$ cat config.mk
export PLATFORM = sky130hd
export DESIGN_NAME = quic_packet_length_parser_top
export DESIGN_NICKNAME = d
export VERILOG_FILES = /design/src/qplp_pkg.sv /design/src/qplp_in_stage.sv /design/src/qplp_core.sv /design/src/quic_packet_length_parser_top.sv
export SDC_FILE = /design/constraint.sdc
export NUM_CORES = 1
export LEC_CHECK = 0
export ABC_AREA = 1
export ABC_CLOCK_PERIOD_IN_PS = 6500
export BUFFER_PORTS_ARGS = -buffer_cell sky130_fd_sc_hd__buf_2
export CAP_MARGIN = 10
export CORE_MARGIN = 2
export CORE_UTILIZATION = 40
export CTS_CLUSTER_DIAMETER = 100
export DETAILED_ROUTE_END_ITERATION = 8
export GPL_ROUTABILITY_DRIVEN = 0
export RECOVER_POWER = 100
export SYNTH_ARGS = -nofsm -noshare
export SYNTH_HDL_FRONTEND = slang
export SYNTH_SLANG_ARGS = --single-unit
$ cat constraint.sdc
create_clock -name clk -period 6.5 [get_ports clk]
set_clock_uncertainty 0.2 [all_clocks]
set_input_delay 0.325 -clock clk [delete_from_list [all_inputs] [get_ports clk]]
set_output_delay 0.325 -clock clk [all_outputs]
set_load 0.005 [all_outputs]
$ cat src/qplp_pkg.sv
`timescale 1ns / 1ps
// ----------------------------------------------------------------------------
// qplp_pkg
// Shared types and constants for the QUIC first-packet length parser.
// ----------------------------------------------------------------------------
package qplp_pkg;

    localparam int PHASE_W = 4;
    localparam int KIND_W  = 3;
    localparam int LEN_W   = 64;
    localparam int VAR_W   = 62;
    localparam int SCID_W  = 5;

    // Parse phases
    localparam logic [PHASE_W-1:0] PH_IDLE      = 4'd0;
    localparam logic [PHASE_W-1:0] PH_VERSION   = 4'd1;
    localparam logic [PHASE_W-1:0] PH_DCID_LEN  = 4'd2;
    localparam logic [PHASE_W-1:0] PH_DCID      = 4'd3;
    localparam logic [PHASE_W-1:0] PH_SCID_LEN  = 4'd4;
    localparam logic [PHASE_W-1:0] PH_SCID      = 4'd5;
    localparam logic [PHASE_W-1:0] PH_TOKEN_LEN = 4'd6;
    localparam logic [PHASE_W-1:0] PH_TOKEN     = 4'd7;
    localparam logic [PHASE_W-1:0] PH_LENGTH    = 4'd8;
    localparam logic [PHASE_W-1:0] PH_ODCID_LEN = 4'd9;
    localparam logic [PHASE_W-1:0] PH_ODCID     = 4'd10;
    localparam logic [PHASE_W-1:0] PH_SHORT     = 4'd11;
    localparam logic [PHASE_W-1:0] PH_DRAIN     = 4'd12;

    // Header kinds
    localparam logic [KIND_W-1:0] KIND_INITIAL   = 3'd0;
    localparam logic [KIND_W-1:0] KIND_ZERO_RTT  = 3'd1;
    localparam logic [KIND_W-1:0] KIND_HANDSHAKE = 3'd2;
    localparam logic [KIND_W-1:0] KIND_RETRY     = 3'd3;
    localparam logic [KIND_W-1:0] KIND_SHORT     = 3'd4;

    // Result status
    localparam logic STATUS_OK    = 1'b0;
    localparam logic STATUS_SHORT = 1'b1;

    localparam logic [SCID_W-1:0] SCID_LEN_RESET = 5'd8;
    localparam logic [VAR_W-1:0]  VERSION_BYTES  = 62'd4;

    typedef struct packed {
        logic [7:0] data_byte;
        logic       last_byte;
    } byte_word_t;

endpackage

$ cat src/qplp_in_stage.sv
`timescale 1ns / 1ps
// ----------------------------------------------------------------------------
// qplp_in_stage
// Input register: holds one byte word ahead of the parser.
// ----------------------------------------------------------------------------
module qplp_in_stage
    import qplp_pkg::*;
(
    input  logic       clk,
    input  logic       rst_n,
    input  logic       in_valid,
    output logic       in_ready,
    input  byte_word_t in_word,
    output logic       down_valid,
    input  logic       down_ready,
    output byte_word_t down_word
);

    logic       valid_reg;
    byte_word_t word_reg;

    assign in_ready   = !valid_reg || down_ready;
    assign down_valid = valid_reg;
    assign down_word  = word_reg;

    always_ff @(posedge clk or negedge rst_n)
    begin
        if (!rst_n)
        begin
            valid_reg <= 1'b0;
        end
        else if (in_ready)
        begin
            valid_reg <= in_valid;
        end
    end

    always_ff @(posedge clk)
    begin
        if (in_valid && in_ready)
        begin
            word_reg <= in_word;
        end
    end

endmodule

$ cat src/qplp_core.sv
`timescale 1ns / 1ps
// ----------------------------------------------------------------------------
// qplp_core
// Header parse, one byte per cycle unless a result stalls; result register.
// ----------------------------------------------------------------------------
module qplp_core
    import qplp_pkg::*;
(
    input  logic              clk,
    input  logic              rst_n,
    input  logic              in_valid,
    output logic              in_ready,
    input  byte_word_t        in_word,
    input  logic [SCID_W-1:0] scid_len,
    output logic              out_valid,
    input  logic              out_ready,
    output logic              status,
    output logic [KIND_W-1:0] header_kind,
    output logic [LEN_W-1:0]  first_pkt_len
);

    // offset_reg counts bytes including the one being parsed
    logic [PHASE_W-1:0] phase_reg, phase_next;
    logic [LEN_W-1:0]   offset_reg, offset_next;
    logic [VAR_W-1:0]   skip_reg, skip_next;
    logic [VAR_W-1:0]   acc_reg, acc_next;
    logic [2:0]         vleft_reg, vleft_next;
    logic [KIND_W-1:0]  kind_reg, kind_next;
    logic               sent_reg, sent_next;

    logic               out_valid_reg;
    logic               status_reg, status_next;
    logic [KIND_W-1:0]  kind_out_reg;
    logic [LEN_W-1:0]   len_reg, len_next;

    logic [7:0]         b;
    logic               last;
    logic [VAR_W-1:0]   vacc;
    logic [2:0]         vleft_v;
    logic               vdone;
    logic [VAR_W-1:0]   skip_dec;
    logic               skip_hit;
    logic               done;
    logic               fire;
    logic [VAR_W-1:0]   payload;
    logic [LEN_W-1:0]   short_min;
    logic               accept;

    function automatic logic [PHASE_W-1:0] tail_phase(input logic [KIND_W-1:0] k);
        logic [PHASE_W-1:0] p;
        if (k == KIND_INITIAL)
            p = PH_TOKEN_LEN;
        else if (k == KIND_RETRY)
            p = PH_ODCID_LEN;
        else
            p = PH_LENGTH;
        return p;
    endfunction

    assign b         = in_word.data_byte;
    assign last      = in_word.last_byte;
    assign in_ready  = !out_valid_reg || out_ready;
    assign accept    = in_valid && in_ready;
    assign skip_dec  = skip_reg - 62'd1;
    assign skip_hit  = (skip_reg == 62'd1);
    assign short_min = {{(LEN_W-SCID_W-1){1'b0}}, {1'b0, scid_len} + 6'd1};

    // varint reader: prefix byte sets the count, later bytes shift in
    always_comb
    begin
        if (vleft_reg == 3'd0)
        begin
            unique case (b[7:6])
                2'd0: vleft_v = 3'd0;
                2'd1: vleft_v = 3'd1;
                2'd2: vleft_v = 3'd3;
                2'd3: vleft_v = 3'd7;
                default: vleft_v = 3'd0;
            endcase
            vacc = {{(VAR_W-6){1'b0}}, b[5:0]};
        end
        else
        begin
            vleft_v = vleft_reg - 3'd1;
            vacc    = {acc_reg[VAR_W-9:0], b};
        end
        vdone = (vleft_v == 3'd0);
    end

    always_comb
    begin
        phase_next  = phase_reg;
        skip_next   = skip_reg;
        acc_next    = acc_reg;
        vleft_next  = vleft_reg;
        kind_next   = kind_reg;
        sent_next   = sent_reg;
        done        = 1'b0;
        payload     = '0;
        fire        = 1'b0;
        status_next = STATUS_OK;
        len_next    = '0;

        unique case (phase_reg)
            PH_IDLE:
            begin
                if (b[7])
                begin
                    kind_next  = {1'b0, b[5:4]};
                    skip_next  = VERSION_BYTES;
                    phase_next = PH_VERSION;
                end
                else
                begin
                    kind_next  = KIND_SHORT;
                    phase_next = PH_SHORT;
                end
            end
            PH_VERSION, PH_DCID, PH_SCID, PH_TOKEN, PH_ODCID:
            begin
                skip_next = skip_dec;
                if (skip_hit)
                begin
                    priority if (phase_reg == PH_VERSION)
                        phase_next = PH_DCID_LEN;
                    else if (phase_reg == PH_DCID)
                        phase_next = PH_SCID_LEN;
                    else if (phase_reg == PH_SCID)
                    begin
                        vleft_next = 3'd0;
                        phase_next = tail_phase(kind_reg);
                    end
                    else if (phase_reg == PH_TOKEN)
                    begin
                        vleft_next = 3'd0;
                        phase_next = PH_LENGTH;
                    end
                    else
                        done = 1'b1;
                end
            end
            PH_DCID_LEN:
            begin
                skip_next  = {{(VAR_W-8){1'b0}}, b};
                phase_next = (b == 8'd0) ? PH_SCID_LEN : PH_DCID;
            end
            PH_SCID_LEN:
            begin
                skip_next = {{(VAR_W-8){1'b0}}, b};
                if (b == 8'd0)
                begin
                    vleft_next = 3'd0;
                    phase_next = tail_phase(kind_reg);
                end
                else
                    phase_next = PH_SCID;
            end
            PH_ODCID_LEN:
            begin
                skip_next = {{(VAR_W-8){1'b0}}, b};
                if (b == 8'd0)
                    done = 1'b1;
                else
                    phase_next = PH_ODCID;
            end
            PH_TOKEN_LEN:
            begin
                acc_next   = vacc;
                vleft_next = vleft_v;
                if (vdone)
                begin
                    skip_next  = vacc;
                    vleft_next = 3'd0;
                    phase_next = (vacc == '0) ? PH_LENGTH : PH_TOKEN;
                end
            end
            PH_LENGTH:
            begin
                acc_next   = vacc;
                vleft_next = vleft_v;
                if (vdone)
                begin
                    payload = vacc;
                    done    = 1'b1;
                end
            end
            default:
            begin
            end
        endcase

        if (done)
        begin
            fire        = 1'b1;
            status_next = STATUS_OK;
            len_next    = offset_reg + {2'b00, payload};
            sent_next   = 1'b1;
            phase_next  = PH_DRAIN;
        end
        else if (last && !sent_reg)
        begin
            fire      = 1'b1;
            sent_next = 1'b1;
            if (phase_next == PH_SHORT && offset_reg >= short_min)
            begin
                status_next = STATUS_OK;
                len_next    = offset_reg;
            end
            else
            begin
                status_next = STATUS_SHORT;
                len_next    = '0;
            end
        end

        if (last)
        begin
            phase_next  = PH_IDLE;
            offset_next = {{(LEN_W-1){1'b0}}, 1'b1};
            skip_next   = '0;
            acc_next    = '0;
            vleft_next  = 3'd0;
            sent_next   = 1'b0;
        end
        else
        begin
            offset_next = offset_reg + 64'd1;
        end
    end

    always_ff @(posedge clk or negedge rst_n)
    begin
        if (!rst_n)
        begin
            phase_reg     <= PH_IDLE;
            offset_reg    <= {{(LEN_W-1){1'b0}}, 1'b1};
            skip_reg      <= '0;
            acc_reg       <= '0;
            vleft_reg     <= 3'd0;
            kind_reg      <= KIND_INITIAL;
            sent_reg      <= 1'b0;
            out_valid_reg <= 1'b0;
        end
        else
        begin
            if (accept)
            begin
                phase_reg  <= phase_next;
                offset_reg <= offset_next;
                skip_reg   <= skip_next;
                acc_reg    <= acc_next;
                vleft_reg  <= vleft_next;
                kind_reg   <= last ? KIND_INITIAL : kind_next;
                sent_reg   <= sent_next;
            end
            if (in_ready)
            begin
                out_valid_reg <= accept && fire;
            end
        end
    end

    always_ff @(posedge clk)
    begin
        if (accept && fire)
        begin
            status_reg   <= status_next;
            kind_out_reg <= kind_next;
            len_reg      <= len_next;
        end
    end

    assign out_valid     = out_valid_reg;
    assign status        = status_reg;
    assign header_kind   = kind_out_reg;
    assign first_pkt_len = len_reg;

endmodule

$ cat src/quic_packet_length_parser_top.sv
`timescale 1ns / 1ps
// ----------------------------------------------------------------------------
// quic_packet_length_parser_top
// Finds the header kind and first-packet length of a QUIC datagram.
// ----------------------------------------------------------------------------
//  channel | handshake            | payload
//  --------+----------------------+-------------------------------------
//  in      | in_valid / in_ready  | data_byte[7:0], last_byte
//  out     | out_valid / out_ready| status, header_kind[2:0], first_pkt_len[63:0]
//  cfg     | cfg_valid / cfg_ready| short_conn_id_len[4:0]
//
//  One byte word per cycle sustained while no result stalls; the per-byte
//  parse step sits between the input register and the result register, so
//  a result is registered when the parser accepts the completing byte.
//  Reset: parser idle, short_conn_id_len = 8. cfg_ready is always high.
//  A stalled result holds in the result register; the input register
//  takes at most one more word before in_ready drops.
// ----------------------------------------------------------------------------
module quic_packet_length_parser_top
    import qplp_pkg::*;
(
    input  logic              clk,
    input  logic              rst_n,
    input  logic              in_valid,
    output logic              in_ready,
    input  logic [7:0]        data_byte,
    input  logic              last_byte,
    output logic              out_valid,
    input  logic              out_ready,
    output logic              status,
    output logic [KIND_W-1:0] header_kind,
    output logic [LEN_W-1:0]  first_pkt_len,
    input  logic              cfg_valid,
    output logic              cfg_ready,
    input  logic [SCID_W-1:0] short_conn_id_len
);

    logic [SCID_W-1:0] scid_len_reg;
    byte_word_t        in_word;
    byte_word_t        core_word;
    logic              core_valid;
    logic              core_ready;

    assign cfg_ready         = 1'b1;
    assign in_word.data_byte = data_byte;
    assign in_word.last_byte = last_byte;

    always_ff @(posedge clk or negedge rst_n)
    begin
        if (!rst_n)
        begin
            scid_len_reg <= SCID_LEN_RESET;
        end
        else if (cfg_valid && cfg_ready)
        begin
            scid_len_reg <= short_conn_id_len;
        end
    end

    qplp_in_stage u_in_stage (
        .clk        (clk),
        .rst_n      (rst_n),
        .in_valid   (in_valid),
        .in_ready   (in_ready),
        .in_word    (in_word),
        .down_valid (core_valid),
        .down_ready (core_ready),
        .down_word  (core_word)
    );

    qplp_core u_core (
        .clk           (clk),
        .rst_n         (rst_n),
        .in_valid      (core_valid),
        .in_ready      (core_ready),
        .in_word       (core_word),
        .scid_len      (scid_len_reg),
        .out_valid     (out_valid),
        .out_ready     (out_ready),
        .status        (status),
        .header_kind   (header_kind),
        .first_pkt_len (first_pkt_len)
    );

    // failed parse never carries a length
    a_short_zero_len: assert property (@(posedge clk) disable iff (!rst_n)
        (out_valid && status == STATUS_SHORT) |-> (first_pkt_len == '0))
        else $error("insufficient-data result with nonzero length");

    // input side only backs up behind a stalled result
    a_stall_cause: assert property (@(posedge clk) disable iff (!rst_n)
        !in_ready |-> (out_valid && !out_ready))
        else $error("input stalled without a pending result");

    // a good short-header result covers at least the first byte
    a_short_len: assert property (@(posedge clk) disable iff (!rst_n)
        (out_valid && status == STATUS_OK && header_kind == KIND_SHORT)
            |-> (first_pkt_len != '0))
        else $error("short-header result with zero length");

    // header kind is one of the five reported codes
    a_kind_range: assert property (@(posedge clk) disable iff (!rst_n)
        out_valid |-> (header_kind[2] == 1'b0 || header_kind == KIND_SHORT))
        else $error("bad header kind on result");

endmodule

==> flow_metrics.env, run 1 <==
export IMPL_syn_area_um2=20700
export IMPL_grt_overflow_total=0
export IMPL_ir_drop_v=0.000228
export IMPL_start_util_pct=40.4
export IMPL_critPathLaunchType="input pin"
export IMPL_die_y_um=231
export IMPL_grt_usage_pct=29.6
export IMPL_p_per_area_nw_per_um2=383
export IMPL_drt_initial_drc_count=2634
export IMPL_grt_pass1_vias=21500
export IMPL_dr_pass1_iters=6
export IMPL_drt_vias_per_instance=5.83
export IMPL_hold_violations=0
export IMPL_syn_avg_cell_area_um2=6.75
export IMPL_layout_nets=3238
export IMPL_fillerInstances=5264
export IMPL_cp_required_ps=6730
export IMPL_setup_violations=0
export IMPL_max_freq_mhz=174
export IMPL_synth_net_count=3157
export IMPL_ys_seq_area_share_pct=35.2
export IMPL_routed_wl_mm=80.0
export IMPL_areaGrowthSynthToFinish_pct=11.5
export IMPL_vias=22400
export IMPL_n_antenna_cell=0
export IMPL_cts_tree="yes"
export IMPL_fin_crit_ps=5740
export IMPL_grt_max_degree=172
export IMPL_pin_count=90
export IMPL_synth_cell_type_count=56
export IMPL_synth_cells=3063
export IMPL_worstSkewPairLatency_ps=570
export IMPL_worst_setup_path_type="in -> reg"
export IMPL_fin_area_um2=23000
export IMPL_slew_violations=420
export IMPL_synth_top_cells_by_count="663 x nand2_1, 457 x nor2_1, 366 x inv_1"
export IMPL_rows=83
export IMPL_violations="max-capacitance violations, max-slew violations"
export IMPL_critPathMaxFanout=42
export IMPL_cts_setup_buffers=0
export IMPL_cts_hold_buf=30
export IMPL_drtAntennaViolNets=0
export IMPL_cts_clk_slew_worst_paths_ps=50
export IMPL_async_reset_ff_share_pct=72.0
export IMPL_hold_class="in -> reg"
export IMPL_fin_crit_sh_pct=88.3
export IMPL_grt_setup_unrepaired="no"
export IMPL_yosysMostFrequentCell="nand2_1"
export IMPL_antenna_found_initial=1
export IMPL_core_area_um2=51200
export IMPL_yosys_warnings=0
export IMPL_synth_top_cell_area_share_pct=23.7
export IMPL_status="complete, but fails checks"
export IMPL_tns_ps=0
export IMPL_cts_sinks=275
export IMPL_placed_cell_area_um2=21700
export IMPL_drv_cap=7
export IMPL_worst_pin_slew_ps=2570
export IMPL_cts_max_level=2
export IMPL_hpwl_mm=59.8
export IMPL_dieWidth_um=231
export IMPL_cts_resized_gates=0
export IMPL_ctsRootBufferMaster="clkbuf_16"
export IMPL_fin_hold_ws_ps=289
export IMPL_routedWlPerCell_um=20.8
export IMPL_io_buffer_count=88
export IMPL_drive_gt1_share_pct=5.05
export IMPL_cp_end_kind="flop"
export IMPL_synth_edf_count=77
export IMPL_drc=0
export IMPL_cts_buffers=36
export IMPL_ys_ff_latch=275
export IMPL_grt_pass1_wl_mm=123
export IMPL_cts_max_path_buffers=3
export IMPL_yosysTopAreaCell="dfrtp_1"
export IMPL_p_leak_nw=10.3
export IMPL_synth_ff_type="dfrtp_1"
export IMPL_die_area_um2=53500
export IMPL_worstPathArrival_ps=5970
export IMPL_slew_headroom_pct=-71.4
export IMPL_yosys_top_cells_area="dfrtp_1 24%, nand2_1 12%, edfxtp_1 11%, nor2_1 8.3%, inv_1 6.6%"
## final cells by class
type                    instances  area, um2  share of cell area (%)
clock buffers                  56       1080                    4.68
clock inverters                 9        103                   0.445
inverters                     380       1430                    6.19
multi-input cells            2315      11500                    49.9
flip-flops and latches        275       7270                    31.6
well taps                     680        851                    3.69
repair buffers                136        803                    3.49
## path summary, 6_finish.rpt
path,start,endpoint,slack [ps],cells past startpoint
max in group asynchronous,rst_n,u_core.offset_reg[48],1710,4
min reg2reg,u_core.vleft_reg[1],u_core.vleft_reg[1],300,2
min in group asynchronous,rst_n,u_core.skip_reg[5],980,3
max reg2reg,u_core.out_valid,u_core.skip_reg[38],770,11
max,out_ready,u_core.skip_reg[38],760,14
min,data_byte[1],u_in_stage.down_word[2],290,2
## cells in the final DEF (no fill, tap or decap), types with 4 or more instances in the layout
| cell type | count |
|---|---|
| nor2_1 | 460 |
| ha_1 | 74 |
| inv_2 | 9 |
| buf_4 | 11 |
| inv_1 | 370 |
| a21o_1 | 13 |
| nor2_2 | 6 |
| o21ai_0 | 262 |
| nor4_1 | 25 |
| clkinv_2 | 5 |
| a31oi_1 | 10 |
| a32oi_1 | 5 |
| xor2_1 | 28 |
| or2_2 | 18 |
| o22ai_1 | 62 |
| xnor2_1 | 7 |
| edfxtp_1 | 77 |
| o21a_1 | 8 |
| nor2_4 | 5 |
| nand2_1 | 664 |
| dlygate4sd3_1 | 30 |
| nand3b_1 | 8 |
| nand4_1 | 130 |
| clkbuf_8 | 8 |
| clkbuf_1 | 57 |
| o32ai_1 | 9 |
| a22o_1 | 8 |
| a211oi_1 | 4 |
| clkbuf_16 | 37 |
| nand3_1 | 194 |
| dfrtp_1 | 196 |
| a21oi_1 | 172 |
| o21ai_1 | 20 |
| a21boi_0 | 4 |
| buf_2 | 48 |
| o21bai_1 | 11 |
| nor3_1 | 75 |
| o211ai_1 | 4 |
## per-stage QoR
step / worst slack [ps] / power (mW) / std cells / utilization [%]
final: 760 / 8.82 / 3851 / 45.0
after global routing: 460 / 9.42 / 3851 / 45.0
after CTS: 1320 / 8.80 / 3851 / 45.3
after detailed placement: 1360 / 6.70 / 3756 / 42.4
after global placement: 1350 / 6.64 / 3756 / 42.4
after floorplan: 1780 / 5.42 / 3063 / -
## cells by family (layout without fill, tap and decap cells)
logic type,count (synthesis),after routing,synth area share [%]
AND/OR/NAND/NOR,1603,1603,33.5
other,1,1,0.0181
buffers and inverters,473,581,9.11
multiplexers,1,1,0.0545
XOR/XNOR,35,35,1.48
flip-flops,275,275,35.2
adder cells (fa/ha/maj),75,75,4.58
AO/OA/AOI/OAI,600,600,16.0
## layer usage
| metal | global-route usage (%) | share of wire (%) | wire length, um |
|---|---|---|---|
| met1 | 38.8 | 40 | 32200 |
| met2 | 47.9 | 45 | 36200 |
| met3 | 4.82 | 9.2 | 7350 |
| met4 | 13.5 | 5.4 | 4300 |
| met5 | 0 | 0 | 0 |
## worst max-delay path, stage by stage
cell and delay (ps):
dlygate4sd3_1 530, clkbuf_1 100, inv_1 60, nand2_1 90, nand2_2 50, clkbuf_1 800, inv_1 880, o21ai_0 190
nor2_1 260, nand2_1 280, nor2_4 380, clkbuf_1 1700, nand2_1 130, o21ai_0 170
## where the power goes
group | switching (mW) | internal, mW | total, mW
Combinational | 3.34 | 1.25 | 4.60
Clock | 0.820 | 1.22 | 2.04
Sequential | 0.175 | 2.00 | 2.18
Total | 4.34 | 4.48 | 8.82
(Power assumes the default switching activity.)
==> inputs of run 2 (changes only) <==
- ABC_AREA: 1 -> default
- CTS_CLUSTER_DIAMETER: 100 -> default
- MAX_ROUTING_LAYER: default -> met4
==> flow_metrics.env, run 2 <==
export IMPL_synth_top_cell_area_share_pct=27.4
export IMPL_antenna_found_initial=0
export IMPL_cts_clk_slew_worst_paths_ps=60
export IMPL_cts_tree="yes"
export IMPL_fin_hold_ws_ps=257
export IMPL_core_area_um2=44200
export IMPL_synth_fa_ha_area_share_pct=5.29
export IMPL_cts_buffers=31
export IMPL_p_per_area_nw_per_um2=330
export IMPL_layout_nets=2194
export IMPL_vias=16400
export IMPL_drtAntennaViolNets=0
export IMPL_drive_gt1_share_pct=7.11
export IMPL_fin_crit_sh_pct=94.0
export IMPL_drv_cap=8
export IMPL_worst_pin_slew_ps=2880
export IMPL_yosys_top_cells_area="dfrtp_1 27%, edfxtp_1 13%, o21ai_0 5.3%, ha_1 5.2%, nand2_1 4.8%"
export IMPL_pin_count=90
export IMPL_yosysTopAreaCell="dfrtp_1"
export IMPL_die_y_um=215
export IMPL_cts_max_level=1
export IMPL_status="complete, but fails checks"
export IMPL_routedWlPerCell_um=20.8
export IMPL_drt_vias_per_instance=6.03
export IMPL_synth_compound_area_share_pct=22.8
export IMPL_slew_headroom_pct=-92.2
export IMPL_fin_crit_ps=6110
export IMPL_routed_wl_mm=56.5
export IMPL_synth_cell_type_count=84
export IMPL_worst_setup_path_type="reg -> reg"
export IMPL_place_ws_ps=683
export IMPL_synth_top_family_by_area="compound AO/OA/AOI/OAI gates"
export IMPL_grt_setup_unrepaired="no"
export IMPL_setup_slack_ps=388
export IMPL_switching_share_pct=40.4
export IMPL_cts_hold_buf=24
export IMPL_p_comb_share_pct=40.3
export IMPL_grt_pass1_vias=15600
export IMPL_areaGrowthSynthToFinish_pct=11.6
export IMPL_setup_violations=0
export IMPL_dr_pass1_iters=6
export IMPL_async_reset_ff_share_pct=72.0
export IMPL_synth_simple_area_share_pct=21.5
export IMPL_drc=0
export IMPL_n_antenna_cell=0
export IMPL_grt_pass1_wl_mm=88.9
export IMPL_max_freq_mhz=164
export IMPL_start_util_pct=40.4
export IMPL_final_common_cell="nand2_1"
export IMPL_grt_max_degree=162
export IMPL_synth_xor_area_share_pct=5.63
export IMPL_hold_class="in -> reg"
export IMPL_hpwl_mm=40.6
export IMPL_slowest_delay_ps=640
export IMPL_cts_setup_buffers=0
export IMPL_cts_sinks=275
export IMPL_cp_end_kind="flop"
export IMPL_synth_ff_type="dfrtp_1"
export IMPL_ctsRootBufferMaster="clkbuf_16"
export IMPL_final_cell_mix="228 x nand2_1, 205 x nor2_1, 196 x dfrtp_1, 192 x o21ai_0, 130 x a21oi_1"
export IMPL_dieWidth_um=215
export IMPL_io_buffer_count=88
export IMPL_internal_power_mw=3.92
export IMPL_crit_buf_inv=1
export IMPL_ys_ff_latch=275
export IMPL_hold_violations=0
export IMPL_muxShareOfSynthArea_pct=0.434
export IMPL_die_area_um2=46400
export IMPL_p_leak_nw=8.38
export IMPL_yosys_warnings=0
export IMPL_worstPathArrival_ps=6250
export IMPL_cts_resized_gates=0
export IMPL_synth_net_count=2136
export IMPL_sequentialPowerShare_pct=32.6
export IMPL_rows=77
export IMPL_synth_cells=2042
export IMPL_placed_cells=2635
export IMPL_drt_initial_drc_count=2103
export IMPL_slowest_stage="a311oi_1"
export IMPL_path_delay_family="compound AO/OA/AOI/OAI gates"
export IMPL_ys_seq_area_share_pct=40.6
export IMPL_yosysMostFrequentCell="nand2_1"
export IMPL_cp_required_ps=6640
export IMPL_critPathLaunchType="flop"
export IMPL_tns_ps=0
export IMPL_worstSkewPairLatency_ps=590
export IMPL_synth_edf_count=77
export IMPL_syn_avg_cell_area_um2=8.76
export IMPL_critPathMaxFanout=30
export IMPL_slew_violations=398
export IMPL_violations="max-capacitance violations, max-slew violations"
export IMPL_clockPowerShare_pct=27.2
export IMPL_final_cells=2716
export IMPL_syn_area_um2=17900
export IMPL_synth_top_cells_by_count="228 x nand2_1, 206 x nor2_1, 196 x dfrtp_1"
export IMPL_cts_max_path_buffers=3
export IMPL_grt_overflow_total=0
export IMPL_ir_drop_v=0.000254
export IMPL_p_switching_mw=2.67
export IMPL_worstPathCellList="and3_1, o31ai_1, o21ai_0, or3_1, nor2_1, buf_4, and2_0, ha_1, and4_1, nand2_1, or3_1, a311oi_1, o21ai_1, a211o_1, a211oi_1, o21ai_0, a32o_1"
export IMPL_grt_usage_pct=24.6
## run 2: changes by cell type in the layout (fill, tap and decap cells not counted), sizes merged, moves of 41 or more
cell / previous run / this run
o21ai: 283 / 198
nor2: 471 / 206
a21oi: 172 / 131
nand2: 667 / 228
a22o: 8 / 92
nand3: 194 / 47
nand4: 130 / 41
xnor2: 7 / 55
inv: 381 / 52
o22ai: 62 / 17
## run 2: metrics by stage
step / utilization (%) / power (mW) / instance area (um2)
after global routing: 45.1 / 7.00 / 20000
final: 45.1 / 6.59 / 20000
after floorplan: - / 4.17 / 17900
after global placement: 42.6 / 4.78 / 18800
after CTS: 45.4 / 6.64 / 20100
after detailed placement: 42.6 / 4.83 / 18800
## run 2: logic make-up (layout without fill, tap and decap cells)
kind of cell / after synthesis / after routing
fa+ha+maj: 75 / 75
other cells: 1 / 1
xor+xnor: 115 / 115
compound gates: 627 / 627
flops: 275 / 275
mux: 7 / 7
simple gates: 784 / 784
buf+inv: 158 / 240
## run 2: routing by layer
layer	global-route usage, %	vias up	routed length, um
met5	-	-	0
met4	7.84	0	1720
met3	2.54	116	3750
met2	38.3	660	26000
met1	33.8	7934	25100
li1	-	7659	-
## run 2: power by group through the flow
stage	clock (mW)	sequential, mW	combinational, mW
4_1_cts	1.82	2.14	2.68
6_report	1.79	2.15	2.65
2_1_floorplan	0	2.10	2.07
5_1_grt	1.89	2.17	2.94
3_5_place_dp	0	2.17	2.65
3_3_place_gp	0	2.17	2.62
## run 2: area by class of cell
cell class	instances	area [um2]
Sequential cell	275	7270
Timing Repair Buffer	132	777
Clock inverter	16	166
Multi-Input combinational cell	1609	9950
Fill cell	4254	24300
Clock buffer	41	863
Inverter	51	191
Tap cell	592	741
## run 2: worst register-to-register path: stages, from the launching register on
cell and delay [ps]:
edfxtp_1 590, and3_1 290, o31ai_1 300, o21ai_0 330
or3_1 490, nor2_1 110, buf_4 250, and2_0 180
ha_1 240, and4_1 240, nand2_1 50, or3_1 400
a311oi_1 640, o21ai_1 180, a211o_1 360, a211oi_1 600
o21ai_0 150, a32o_1 280
## run 2: worst paths after layout
| kind | start | cells past startpoint | end | slack, ps |
|---|---|---|---|---|
| max in group asynchronous | rst_n | 3 | u_core.skip_reg[14] | 1990 |
| min in group asynchronous | rst_n | 2 | u_core.offset_reg[55] | 710 |
| setup reg to reg | u_in_stage.down_word[8] | 17 | u_core.first_pkt_len[43] | 390 |
| hold / removal | data_byte[7] | 2 | u_in_stage.down_word[8] | 260 |
| hold reg to reg | u_core.vleft_reg[1] | 2 | u_core.vleft_reg[1] | 290 |
| setup / recovery | u_in_stage.down_word[8] | 17 | u_core.first_pkt_len[43] | 390 |
